`src/rtl/mexp_pkg.sv`:
```
// ============================================================================
// mexp_pkg: shared types and constants for the modular exponentiation core
// Holds the field width of the ports, the default operand width, the reset
// value of the modulus register and the controller state type.
// ============================================================================
`default_nettype none

package mexp_pkg;

    // Width of every payload and configuration port
    localparam int FIELD_W = 32;

    // Default operand width of the arithmetic
    localparam int DEFAULT_WIDTH = 32;

    // Modulus register value after reset
    localparam logic [FIELD_W-1:0] MODULUS_RESET = 32'd1;

    typedef enum logic [2:0] {
        ST_IDLE,
        ST_REDUCE,
        ST_SETUP,
        ST_MULT,
        ST_FINISH
    } mexp_state_t;

endpackage : mexp_pkg

`default_nettype wire

```
`src/rtl/modular_exponentiation_core.sv`:
```
// ============================================================================
// modular_exponentiation_core: right-to-left binary modular exponentiation
// Bit-serial square-and-multiply engine with a restoring base reduction.
// ============================================================================
//
// Usage:
//   Input channel (in_valid / in_ready) carries base_value and exponent. The
//   core takes one item at a time; in_ready is high only while it is free.
//   Output channel (out_valid / out_ready) returns power_result, which is
//   base_value ** exponent mod modulus, or 1 for a zero exponent. A result
//   waits in its own output register, so the next item is accepted while the
//   receiver stalls; a second result waits inside the core until the first
//   one is taken.
//   Configuration: cfg_we writes cfg_wdata into the modulus register. Write
//   only while no item is in flight. Modulus zero gives the power mod 2^WIDTH.
//   The base reduction runs first and is skipped for modulus zero. Then one
//   multiply pass runs per exponent bit up to the highest set bit, none for a
//   zero exponent. The two modular multipliers work through the multiplier
//   bits MSB first (double, then conditional add), and each exponent bit costs
//   one full multiply pass plus a setup step. The core is ready for the next
//   item as soon as the result enters the output register.
//   Reset clears the controller, drops any pending result and sets modulus
//   to 1.
//
// ============================================================================
`default_nettype none

module modular_exponentiation_core #(
    parameter int WIDTH = mexp_pkg::DEFAULT_WIDTH
) (
    input  wire logic                         clk,
    input  wire logic                         rst_n,
    // configuration
    input  wire logic                         cfg_we,
    input  wire logic [mexp_pkg::FIELD_W-1:0] cfg_wdata,
    // input items
    input  wire logic                         in_valid,
    output logic                              in_ready,
    input  wire logic [mexp_pkg::FIELD_W-1:0] base_value,
    input  wire logic [mexp_pkg::FIELD_W-1:0] exponent,
    // result items
    output logic                              out_valid,
    input  wire logic                         out_ready,
    output logic [mexp_pkg::FIELD_W-1:0]      power_result
);
    import mexp_pkg::*;

    // Bits taken from / returned to the fixed-width ports
    localparam int IN_W  = (WIDTH < FIELD_W) ? WIDTH : FIELD_W;
    localparam int CNT_W = $clog2(WIDTH);

    // (a + b) mod m for a, b < m; plain wrap when the modulus is zero
    function automatic logic [WIDTH-1:0] add_mod(
        input logic [WIDTH-1:0] a,
        input logic [WIDTH-1:0] b,
        input logic [WIDTH-1:0] m,
        input logic             m_zero
    );
        logic [WIDTH:0] sum;
        logic [WIDTH:0] dif;
        sum = {1'b0, a} + {1'b0, b};
        dif = sum - {1'b0, m};
        if (m_zero || (sum < {1'b0, m}))
            return sum[WIDTH-1:0];
        return dif[WIDTH-1:0];
    endfunction

    // ------------------------------------------------------------------
    // Registers
    // ------------------------------------------------------------------
    mexp_state_t          state_reg, state_next;
    logic [FIELD_W-1:0]   mod_reg;
    logic                 out_valid_reg, out_valid_next;
    logic [FIELD_W-1:0]   out_data_reg, out_data_next;
    logic [CNT_W-1:0]     cnt_reg, cnt_next;
    logic                 phase_reg, phase_next;

    logic [WIDTH-1:0]     b_reg, b_next;       // base power; dividend shifter in reduce
    logic [WIDTH-1:0]     e_reg, e_next;       // exponent, shifted right per bit
    logic [WIDTH-1:0]     r_reg, r_next;       // running result
    logic [WIDTH-1:0]     rem_reg, rem_next;   // partial remainder of the reduction
    logic [WIDTH-1:0]     bsh_reg, bsh_next;   // multiplier bit stream, MSB first
    logic [WIDTH-1:0]     acc_r_reg, acc_r_next;
    logic [WIDTH-1:0]     acc_s_reg, acc_s_next;

    // ------------------------------------------------------------------
    // Operand views
    // ------------------------------------------------------------------
    logic [WIDTH-1:0]     m_op;
    logic [WIDTH-1:0]     base_op;
    logic [WIDTH-1:0]     exp_op;
    logic                 m_zero;
    logic                 last_step;
    logic                 in_fire;
    logic                 out_free;

    always_comb
    begin
        m_op    = '0;
        base_op = '0;
        exp_op  = '0;
        m_op[IN_W-1:0]    = mod_reg[IN_W-1:0];
        base_op[IN_W-1:0] = base_value[IN_W-1:0];
        exp_op[IN_W-1:0]  = exponent[IN_W-1:0];
    end

    assign m_zero    = (m_op == '0);
    assign last_step = (cnt_reg == CNT_W'(WIDTH - 1));
    assign in_ready  = (state_reg == ST_IDLE);
    assign in_fire   = in_valid && in_ready;
    // Output register can take a new result this cycle
    assign out_free  = !out_valid_reg || out_ready;

    assign out_valid    = out_valid_reg;
    assign power_result = out_data_reg;

    // ------------------------------------------------------------------
    // Arithmetic steps
    // ------------------------------------------------------------------
    logic [WIDTH:0]       div_try;
    logic [WIDTH:0]       div_d;
    logic [WIDTH-1:0]     rem_step;
    logic [WIDTH-1:0]     dbl_r, dbl_s, add_r, add_s;
    logic [WIDTH-1:0]     acc_r_step, acc_s_step;

    always_comb
    begin
        // Restoring division step: shift in next dividend bit, subtract if fits
        div_try  = {rem_reg, b_reg[WIDTH-1]};
        div_d    = div_try - {1'b0, m_op};
        rem_step = (div_try >= {1'b0, m_op}) ? div_d[WIDTH-1:0] : div_try[WIDTH-1:0];

        // Two multipliers share the bit stream of the current base power:
        // r * b for the result and b * b for the next power
        dbl_r = add_mod(acc_r_reg, acc_r_reg, m_op, m_zero);
        dbl_s = add_mod(acc_s_reg, acc_s_reg, m_op, m_zero);
        add_r = add_mod(acc_r_reg, r_reg, m_op, m_zero);
        add_s = add_mod(acc_s_reg, b_reg, m_op, m_zero);

        if (!phase_reg)
        begin
            acc_r_step = dbl_r;
            acc_s_step = dbl_s;
        end
        else if (bsh_reg[WIDTH-1])
        begin
            acc_r_step = add_r;
            acc_s_step = add_s;
        end
        else
        begin
            acc_r_step = acc_r_reg;
            acc_s_step = acc_s_reg;
        end
    end

    // ------------------------------------------------------------------
    // Next state
    // ------------------------------------------------------------------
    always_comb
    begin
        state_next = state_reg;
        case (state_reg)
            ST_IDLE:
            begin
                if (in_valid)
                    state_next = m_zero ? ST_SETUP : ST_REDUCE;
            end
            ST_REDUCE:
            begin
                if (last_step)
                    state_next = ST_SETUP;
            end
            ST_SETUP:
            begin
                state_next = (e_reg == '0) ? ST_FINISH : ST_MULT;
            end
            ST_MULT:
            begin
                if (phase_reg && last_step)
                    state_next = ST_SETUP;
            end
            ST_FINISH:
            begin
                if (out_free)
                    state_next = ST_IDLE;
            end
            default:
            begin
                state_next = ST_IDLE;
            end
        endcase
    end

    // ------------------------------------------------------------------
    // Datapath and outputs
    // ------------------------------------------------------------------
    always_comb
    begin
        b_next        = b_reg;
        e_next        = e_reg;
        r_next        = r_reg;
        rem_next      = rem_reg;
        bsh_next      = bsh_reg;
        acc_r_next    = acc_r_reg;
        acc_s_next    = acc_s_reg;
        cnt_next      = cnt_reg;
        phase_next    = phase_reg;
        out_data_next = out_data_reg;

        // Drop the result once the receiver takes it
        out_valid_next = out_valid_reg && !out_ready;

        case (state_reg)
            ST_IDLE:
            begin
                if (in_fire)
                begin
                    b_next   = base_op;
                    e_next   = exp_op;
                    r_next   = WIDTH'(1);
                    rem_next = '0;
                    cnt_next = '0;
                end
            end
            ST_REDUCE:
            begin
                rem_next = rem_step;
                cnt_next = cnt_reg + CNT_W'(1);
                if (last_step)
                begin
                    b_next   = rem_step;
                    cnt_next = '0;
                end
                else
                begin
                    b_next = b_reg << 1;
                end
            end
            ST_SETUP:
            begin
                // Arm both multipliers for the next exponent bit
                acc_r_next = '0;
                acc_s_next = '0;
                bsh_next   = b_reg;
                cnt_next   = '0;
                phase_next = 1'b0;
            end
            ST_MULT:
            begin
                acc_r_next = acc_r_step;
                acc_s_next = acc_s_step;
                phase_next = !phase_reg;
                if (phase_reg)
                begin
                    bsh_next = bsh_reg << 1;
                    cnt_next = cnt_reg + CNT_W'(1);
                    if (last_step)
                    begin
                        // Commit: multiply in on a set exponent bit, always square
                        if (e_reg[0])
                            r_next = acc_r_step;
                        b_next   = acc_s_step;
                        e_next   = e_reg >> 1;
                        cnt_next = '0;
                    end
                end
            end
            ST_FINISH:
            begin
                if (out_free)
                begin
                    out_valid_next = 1'b1;
                    out_data_next  = '0;
                    out_data_next[IN_W-1:0] = r_reg[IN_W-1:0];
                end
            end
            default:
            begin
                cnt_next = '0;
            end
        endcase
    end

    // ------------------------------------------------------------------
    // Control registers
    // ------------------------------------------------------------------
    always_ff @(posedge clk or negedge rst_n)
    begin
        if (!rst_n)
        begin
            state_reg     <= ST_IDLE;
            mod_reg       <= MODULUS_RESET;
            out_valid_reg <= 1'b0;
            cnt_reg       <= '0;
            phase_reg     <= 1'b0;
        end
        else
        begin
            state_reg     <= state_next;
            out_valid_reg <= out_valid_next;
            cnt_reg       <= cnt_next;
            phase_reg     <= phase_next;
            if (cfg_we)
                mod_reg <= cfg_wdata;
        end
    end

    // ------------------------------------------------------------------
    // Payload registers
    // ------------------------------------------------------------------
    always_ff @(posedge clk)
    begin
        b_reg        <= b_next;
        e_reg        <= e_next;
        r_reg        <= r_next;
        rem_reg      <= rem_next;
        bsh_reg      <= bsh_next;
        acc_r_reg    <= acc_r_next;
        acc_s_reg    <= acc_s_next;
        out_data_reg <= out_data_next;
    end

endmodule : modular_exponentiation_core

`default_nettype wire

```
`config.mk`:
```
export PLATFORM = sky130hd
export DESIGN_NAME = modular_exponentiation_core
export DESIGN_NICKNAME = d
export VERILOG_FILES = /design/src/rtl/mexp_pkg.sv /design/src/rtl/modular_exponentiation_core.sv
export SDC_FILE = /design/constraint.sdc
export NUM_CORES = 1
export LEC_CHECK = 0
export BUFFER_PORTS_ARGS = -buffer_cell sky130_fd_sc_hd__buf_2
export CAP_MARGIN = 20
export CORE_ASPECT_RATIO = 0.8
export CORE_UTILIZATION = 30
export DETAILED_ROUTE_END_ITERATION = 6
export PLACE_DENSITY = 0.43
export REMOVE_ABC_BUFFERS = 1
export SETUP_SLACK_MARGIN = 0.5
export SLEW_MARGIN = 20
export SYNTH_ARGS = -nofsm -noshare
export SYNTH_HDL_FRONTEND = slang
export SYNTH_SLANG_ARGS = --single-unit
export TNS_END_PERCENT = 50
```
`constraint.sdc`:
```
create_clock -name clk -period 6 [get_ports clk]
set_input_delay 0.6 -clock clk [delete_from_list [all_inputs] [get_ports clk]]
set_output_delay 0.6 -clock clk [all_outputs]
set_load 0.005 [all_outputs]
```
# Word level (Yosys, flattened, before mapping)
# Cells that the tools add are included.
[word_totals]
elab_cells = 119
regBits = 298
output_inout_bits = 34
inputBits = 101
[classes]
reduce_logical = 26
magnitude_cmp = 5
n_bitwise = 1
eq_ne = 13
mux = 51
add_sub_neg = 10
[op_table]
columns = ["operator", "n"]
rows = [
  ["$mux 32", 26],
  ["$pmux 32 s2", 6],
  ["$sub 32x32->32", 5],
  ["$add 32x32->33", 4],
  ["$lt 33x32->1", 4],
  ["$pmux 32 s3", 1],
  ["$logic_not 32->1", 2],
  ["$ge 33x32->1", 1],
  ["$pmux 5 s4", 1],
  ["$mux 3", 5],
  ["$mux 5", 3],
  ["$pmux 3 s5", 1],
  ["$ne 2x2->1 const B", 7],
  ["$reduce_and 4->1", 3],
  ["$eq 3x2->1 const B", 2],
  ["$mux 1", 6],
  ["$reduce_and 2->1", 3],
  ["$reduce_bool 2->1", 3],
  ["$add 5x1->5 const B", 1],
  ["$eq 5x5->1 const B", 1],
  ["$logic_or 1x1->1", 5],
  ["$reduce_and 5->1", 1],
  ["$eq 3x1->1 const B", 1],
  ["$eq 3x3->1 const B", 1],
  ["other kinds (9)", 13],
]

# Logic depth before layout (Yosys ltp)
[depth]
word_depth = 11
depth_mapped = 26
depth_no_buf = 23

# Worst setup path after synthesis
# Ideal clock, no wire load.
[synth_timing]
path_type = "reg2reg"
start = "register acc_s_reg[0]"
end = "register b_reg[28], data pin"
stages_incl_launch_ff = 24
synth_period_minus_slack_ns = 5.317
t_arrival_ns = 5.056
slack_ns = 0.683
t_required_ns = 5.739
setup_time_ns = 0.261
path_buffers = 1
path_cell_list = "edfxtp_1 -> ha_1 -> inv_1 -> fa_1 -> nor2b_1 -> o31a_1 -> o31a_2 -> a311oi_2 -> or2_2 -> o21ai_0 -> a21oi_1 -> xnor2_1 -> ha_1 -> clkbuf_1 -> a21o_1 -> a211oi_1 -> a21boi_0 -> o211ai_2 -> a21oi_1 -> nor4b_1 -> o31ai_4 -> nor3_1 -> or4_1 -> a221o_1"
[synth_between]
elab_chain_len = 10
word_cells_on_any_way = 19
classes_between = "4 x add/sub; 2 x order compare; 11 x mux; 2 x reduce/logical"
[synth_lines]
columns = ["element", "line", "source"]
rows = [
  ["from (decl)", "modular_exponentiation_core.sv:84", "logic [WIDTH-1:0] acc_s_reg, acc_s_next;"],
  ["from (signal assigned)", "modular_exponentiation_core.sv:320", "acc_s_reg <= acc_s_next;"],
  ["$add 32x32->33", "modular_exponentiation_core.sv:61", "sum = {1'b0, a} + {1'b0, b};"],
  ["$lt 33x32->1", "modular_exponentiation_core.sv:63", "if (m_zero || (sum < {1'b0, m}))"],
  ["$logic_or 1x1->1", "modular_exponentiation_core.sv:63", ""],
  ["$mux 1", "modular_exponentiation_core.sv:63", ""],
  ["$mux 32", "modular_exponentiation_core.sv:65", "return dif[WIDTH-1:0];"],
  ["$mux 32", "modular_exponentiation_core.sv:145", "else if (bsh_reg[WIDTH-1])"],
  ["$mux 32 *", "modular_exponentiation_core.sv:140", "if (!phase_reg)"],
  ["$mux 32 *", "modular_exponentiation_core.sv:258", "if (last_step)"],
  ["$mux 32 *", "modular_exponentiation_core.sv:254", "if (phase_reg)"],
  ["$pmux 32 s3 *", "modular_exponentiation_core.sv:214", "case (state_reg)"],
  ["net b_next[28]", "modular_exponentiation_core.sv:78", "logic [WIDTH-1:0] b_reg, b_next;"],
  ["to (signal assigned)", "modular_exponentiation_core.sv:314", "b_reg <= b_next;"],
  ["to (decl)", "modular_exponentiation_core.sv:78", ""],
]
# Mark *: on every way through the listed nets, which the timed path passes. The rest lies on a longest branch. The select of a mux whose other input is x is not followed.
# A chain may end at the register's enable or synchronous reset.

# Worst setup path in the final report
[layout_timing]
start = "register b_reg[0]"
end = "register b_reg[3], data pin"
[layout_between]
elab_chain_len = 10
word_cells_on_any_way = 12
classes_between = "2 x add/sub; 1 x order compare; 8 x mux; 1 x reduce/logical"
[layout_lines]
columns = ["element", "line"]
rows = [
  ["$add 32x32->33 *", "modular_exponentiation_core.sv:61"],
  ["$lt 33x32->1", "modular_exponentiation_core.sv:63"],
  ["$logic_or 1x1->1", "modular_exponentiation_core.sv:63"],
  ["$mux 1", "modular_exponentiation_core.sv:63"],
  ["$mux 32 *", "modular_exponentiation_core.sv:65"],
  ["$mux 32 *", "modular_exponentiation_core.sv:145"],
  ["$mux 32 *", "modular_exponentiation_core.sv:140"],
  ["$mux 32 *", "modular_exponentiation_core.sv:258"],
  ["$mux 32 *", "modular_exponentiation_core.sv:254"],
  ["$pmux 32 s3 *", "modular_exponentiation_core.sv:214"],
  ["net b_next[3]", "modular_exponentiation_core.sv:78"],
]
# Marks and branches as above.

==> flow_summary_export.csv <==
group,metric,value,unit
outcome,status,"complete, no violations",
floorplanning,io_pins,135,
synth,avgSynthCellArea,8.877,µm²
global_routing,grt_antenna_before_repair,0,
finish,layout-drive-gt1-share,18.80,%
critical_path,cp_data_required_time,6.45,ns
timing,timing.fmax,176.7,MHz
global_routing,grt_pass1_vias,22510,
detailed_routing,finalWirelength,102.7,mm
finish,final_core_utilization,37.23,%
synth,synth.area.top_cells,"sky130_fd_sc_hd__edfxtp_1 30%, sky130_fd_sc_hd__ha_1 11%, sky130_fd_sc_hd__nand2_1 6.1%",
clock_network,clk_pin_slew_worst_paths,0.06,ns
critical_path,worst_path_max_delay_cell,"sky130_fd_sc_hd__o31ai_4",
finish,final_net_count,3430,
critical_path,start_kind,"register",
clock_network,clock_path_buffers,3,
timing,finalClockSkew,0.02530,ns
synth,post_synth_most_frequent_cells,"407 x sky130_fd_sc_hd__nand2_1, 256 x sky130_fd_sc_hd__edfxtp_1, 240 x sky130_fd_sc_hd__nor2_1, 224 x sky130_fd_sc_hd__ha_1, 221 x sky130_fd_sc_hd__a21oi_1",
finish,final-instance-count-excl-fill,4234,
placed_design,placed_cell_area,27810,µm²
critical_path,critical_path_peak_fanout,7,
critical_path,critical-path-max-stage-delay,0.49,ns
timing,rsz0062_at_grt,"yes",
timing,final_critical_path_setup_slack,0.3394,ns
global_routing,remaining_overflow_grt,0,
timing,layout_worst_path_cycle_share,94.34,%
synth,synthMostInstantiatedCell,"sky130_fd_sc_hd__nand2_1",
floorplanning,floorplan.initialDensity,30.49,%
run,max_cap_viol_count,0,
critical_path,worstPathArrival,6.11,ns
placed_design,post-place-ws,-0.002919,ns
synth,netlist.area_leader.share,30.49,%
floorplanning,fp-row-count,94,
detailed_routing,detailroute.via_count,23620,
critical_path,critical-path-top-delay-family,"compound AO/OA/AOI/OAI gates",
clock_network,cts_root_buf,"sky130_fd_sc_hd__clkbuf_16",
worst_hold_path,hold_path.class,"input port to asynchronous set/reset pin",
critical_path,type_of_the_worst_setup_path,"register to register",
detailed_routing,detail_route.wl_per_cell,24.25,µm
synth,postSynthCellCount,2840,
placed_design,portBuffers,134,
global_routing,grt_pass1_wl,150.2,mm
placed_design,gp_congestion,0.9408,
floorplanning,fp.coreArea,82680,µm²
floorplanning,dieWidth,326.1,µm
synth,yosysWarnings,0,
detailed_routing,detail_route.drc_violations,0,
detailed_routing,drt_first_iter_violations,2124,
global_routing,largest_net_degree_at_the_start_of_global_routing,64,
timing,max-slew-margin-rel,19.93,%
synth,mappedNetlistArea,25210,µm²
detailed_routing,drt-vias-per-instance,5.579,
detailed_routing,remaining_number_of_nets_flagged_by_the_antenna_check_after_routing,0,
critical_path,path_cells,"ha_2 > inv_2 > fa_2 > nor2b_2 > o31a_1 > o31a_2 > a311oi_4 > or2_4 > buf_4 > xnor2_1 > ha_1 > a21o_1 > a211oi_2 > a21boi_2 > o211ai_2 > a21oi_2 > nor4b_4 > o31ai_4 > buf_12 > buf_16 > buf_6 > a21oi_1 > a221oi_2 > o22a_1",
clock_network,numCtsBuffers,40,
finish,finalInstanceArea,30780,µm²
timing,worst-slew-pin-transition,1.191,ns
synth,synth.largest_area_cell,"sky130_fd_sc_hd__edfxtp_1",
clock_network,hold_buffers,0,
synth,post_synth_num_cell_types,93,
critical_path,endpoint_kind,"register",
floorplanning,overall_die_area,85210,µm²
clock_network,numClockSinks,298,
finish,area_growth,22.09,%
timing,final-setup-viol-count,0,
timing,post-route-min-period,5.661,ns
detailed_routing,drt_pre_antenna_iters,6,
timing,finalHoldViolCount,0,
clock_network,cts-htree-levels,2,
synth,synth-seq-cells,298,
placed_design,place.detailed.instances,4088,
synth,ys_dominant_reg_cell,"sky130_fd_sc_hd__edfxtp_1",
synth,synth_enable_flop_cells,256,
floorplanning,die_height,261.3,µm
global_routing,grt_use_total,23.47,%
clock_network,source_to_sink_clock_delay_at_the_later_pin_of_the_worst_skew_pair,0.60,ns
placed_design,post-dp-hpwl,76.51,mm
critical_path,cp.buffers_inverters,5,
timing,slew_violations,0,
synth,async_sr_flop_fraction,14.09,%
clock_network,clock_tree_from_tritoncts,"built",
synth,synth_seq_area_share,34.67,%
## placed cells by master, fill, tap and decap left out, types with 27 or more instances in the layout
master                      netlist  layout
sky130_fd_sc_hd__clkbuf_16        0      43
sky130_fd_sc_hd__nor2_1         240     229
sky130_fd_sc_hd__nor3_1          40      37
sky130_fd_sc_hd__o211ai_1        34      34
sky130_fd_sc_hd__nand3_1         41      41
sky130_fd_sc_hd__a21oi_1        221     201
sky130_fd_sc_hd__o21a_1          46      46
sky130_fd_sc_hd__nand2b_1        27      27
sky130_fd_sc_hd__ha_1           224     201
sky130_fd_sc_hd__buf_4            8     165
sky130_fd_sc_hd__o21ai_0        181     165
sky130_fd_sc_hd__a211oi_1        59      46
sky130_fd_sc_hd__mux2i_1         69      64
sky130_fd_sc_hd__xnor2_1        100      96
sky130_fd_sc_hd__buf_2           15     134
sky130_fd_sc_hd__dfrtp_1         41      41
sky130_fd_sc_hd__o22ai_1         33      32
sky130_fd_sc_hd__xor2_1          76      75
sky130_fd_sc_hd__edfxtp_1       256     256
sky130_fd_sc_hd__a21o_1          93      92
sky130_fd_sc_hd__inv_1           97      96
sky130_fd_sc_hd__nand2_1        407     400
## cell type report
type	instances	area, µm²
multi-input combinational	2339	16620
antenna	2	5.005
sequential	298	8740
tap	1104	1381
timing repair buffer	321	2295
fill	8455	51900
clock buffer	50	1080
clock inverter	22	290.3
inverter	98	367.9
## metrics by stage
step | setup TNS (ns) | hold slack [ns]
floorplan | -8.979 | 0.3044
global placement | 0 | 0.4430
detailed placement | -0.002919 | 0.4507
CTS | 0 | 0.1329
global route | 0 | 0.1694
finish | 0 | 0.1414
## per-layer routing
layer / global-route usage (%) / part of all wire, % / up-vias
li1: - / - / 11180
met1: 35.43 / 50 / 11640
met2: 34.93 / 42 / 710
met3: 3.636 / 6.2 / 101
met4: 4.917 / 1.8 / 0
met5: 0 / 0 / -
## final timing paths
path	start	to	slack (ns)	cells past startpoint
setup / recovery	b_reg[0]$_DFFE_PP_	b_reg[3]$_DFFE_PP_	0.34	24
hold / removal	rst_n	cnt_reg[1]$_DFFE_PN0P_	0.14	2
setup reg to reg	b_reg[0]$_DFFE_PP_	b_reg[3]$_DFFE_PP_	0.34	24
hold reg to reg	r_reg[5]$_SDFFCE_PN0P_	power_result[5]$_DFFE_PP_	0.46	0
max in group asynchronous	rst_n	m_op[9]$_DFFE_PN0P_	5.37	2
min in group clk	out_ready	out_valid$_DFF_PN0_	0.22	2
## logic make-up (layout without fill, tap and decap cells)
family | Yosys count | after routing | share of synthesized area [%]
simple gates | 932 | 932 | 16.58
compound gates | 909 | 909 | 24.03
flops | 298 | 298 | 34.67
fa+ha+maj | 231 | 231 | 11.67
buf+inv | 203 | 491 | 3.221
xor+xnor | 176 | 176 | 6.114
mux | 91 | 91 | 3.722
other cells | 0 | 2 | 0
## what timing repair did
action	in CTS	in global routing
endpoints found under the setup margin	126	128
gates cloned	2	2
gates resized for setup	93	105
pin swaps	41	49
buffers inserted	38	30
Power is not shown: default switching activity piles up to over one toggle a cycle in this logic, so the estimate is an artifact.
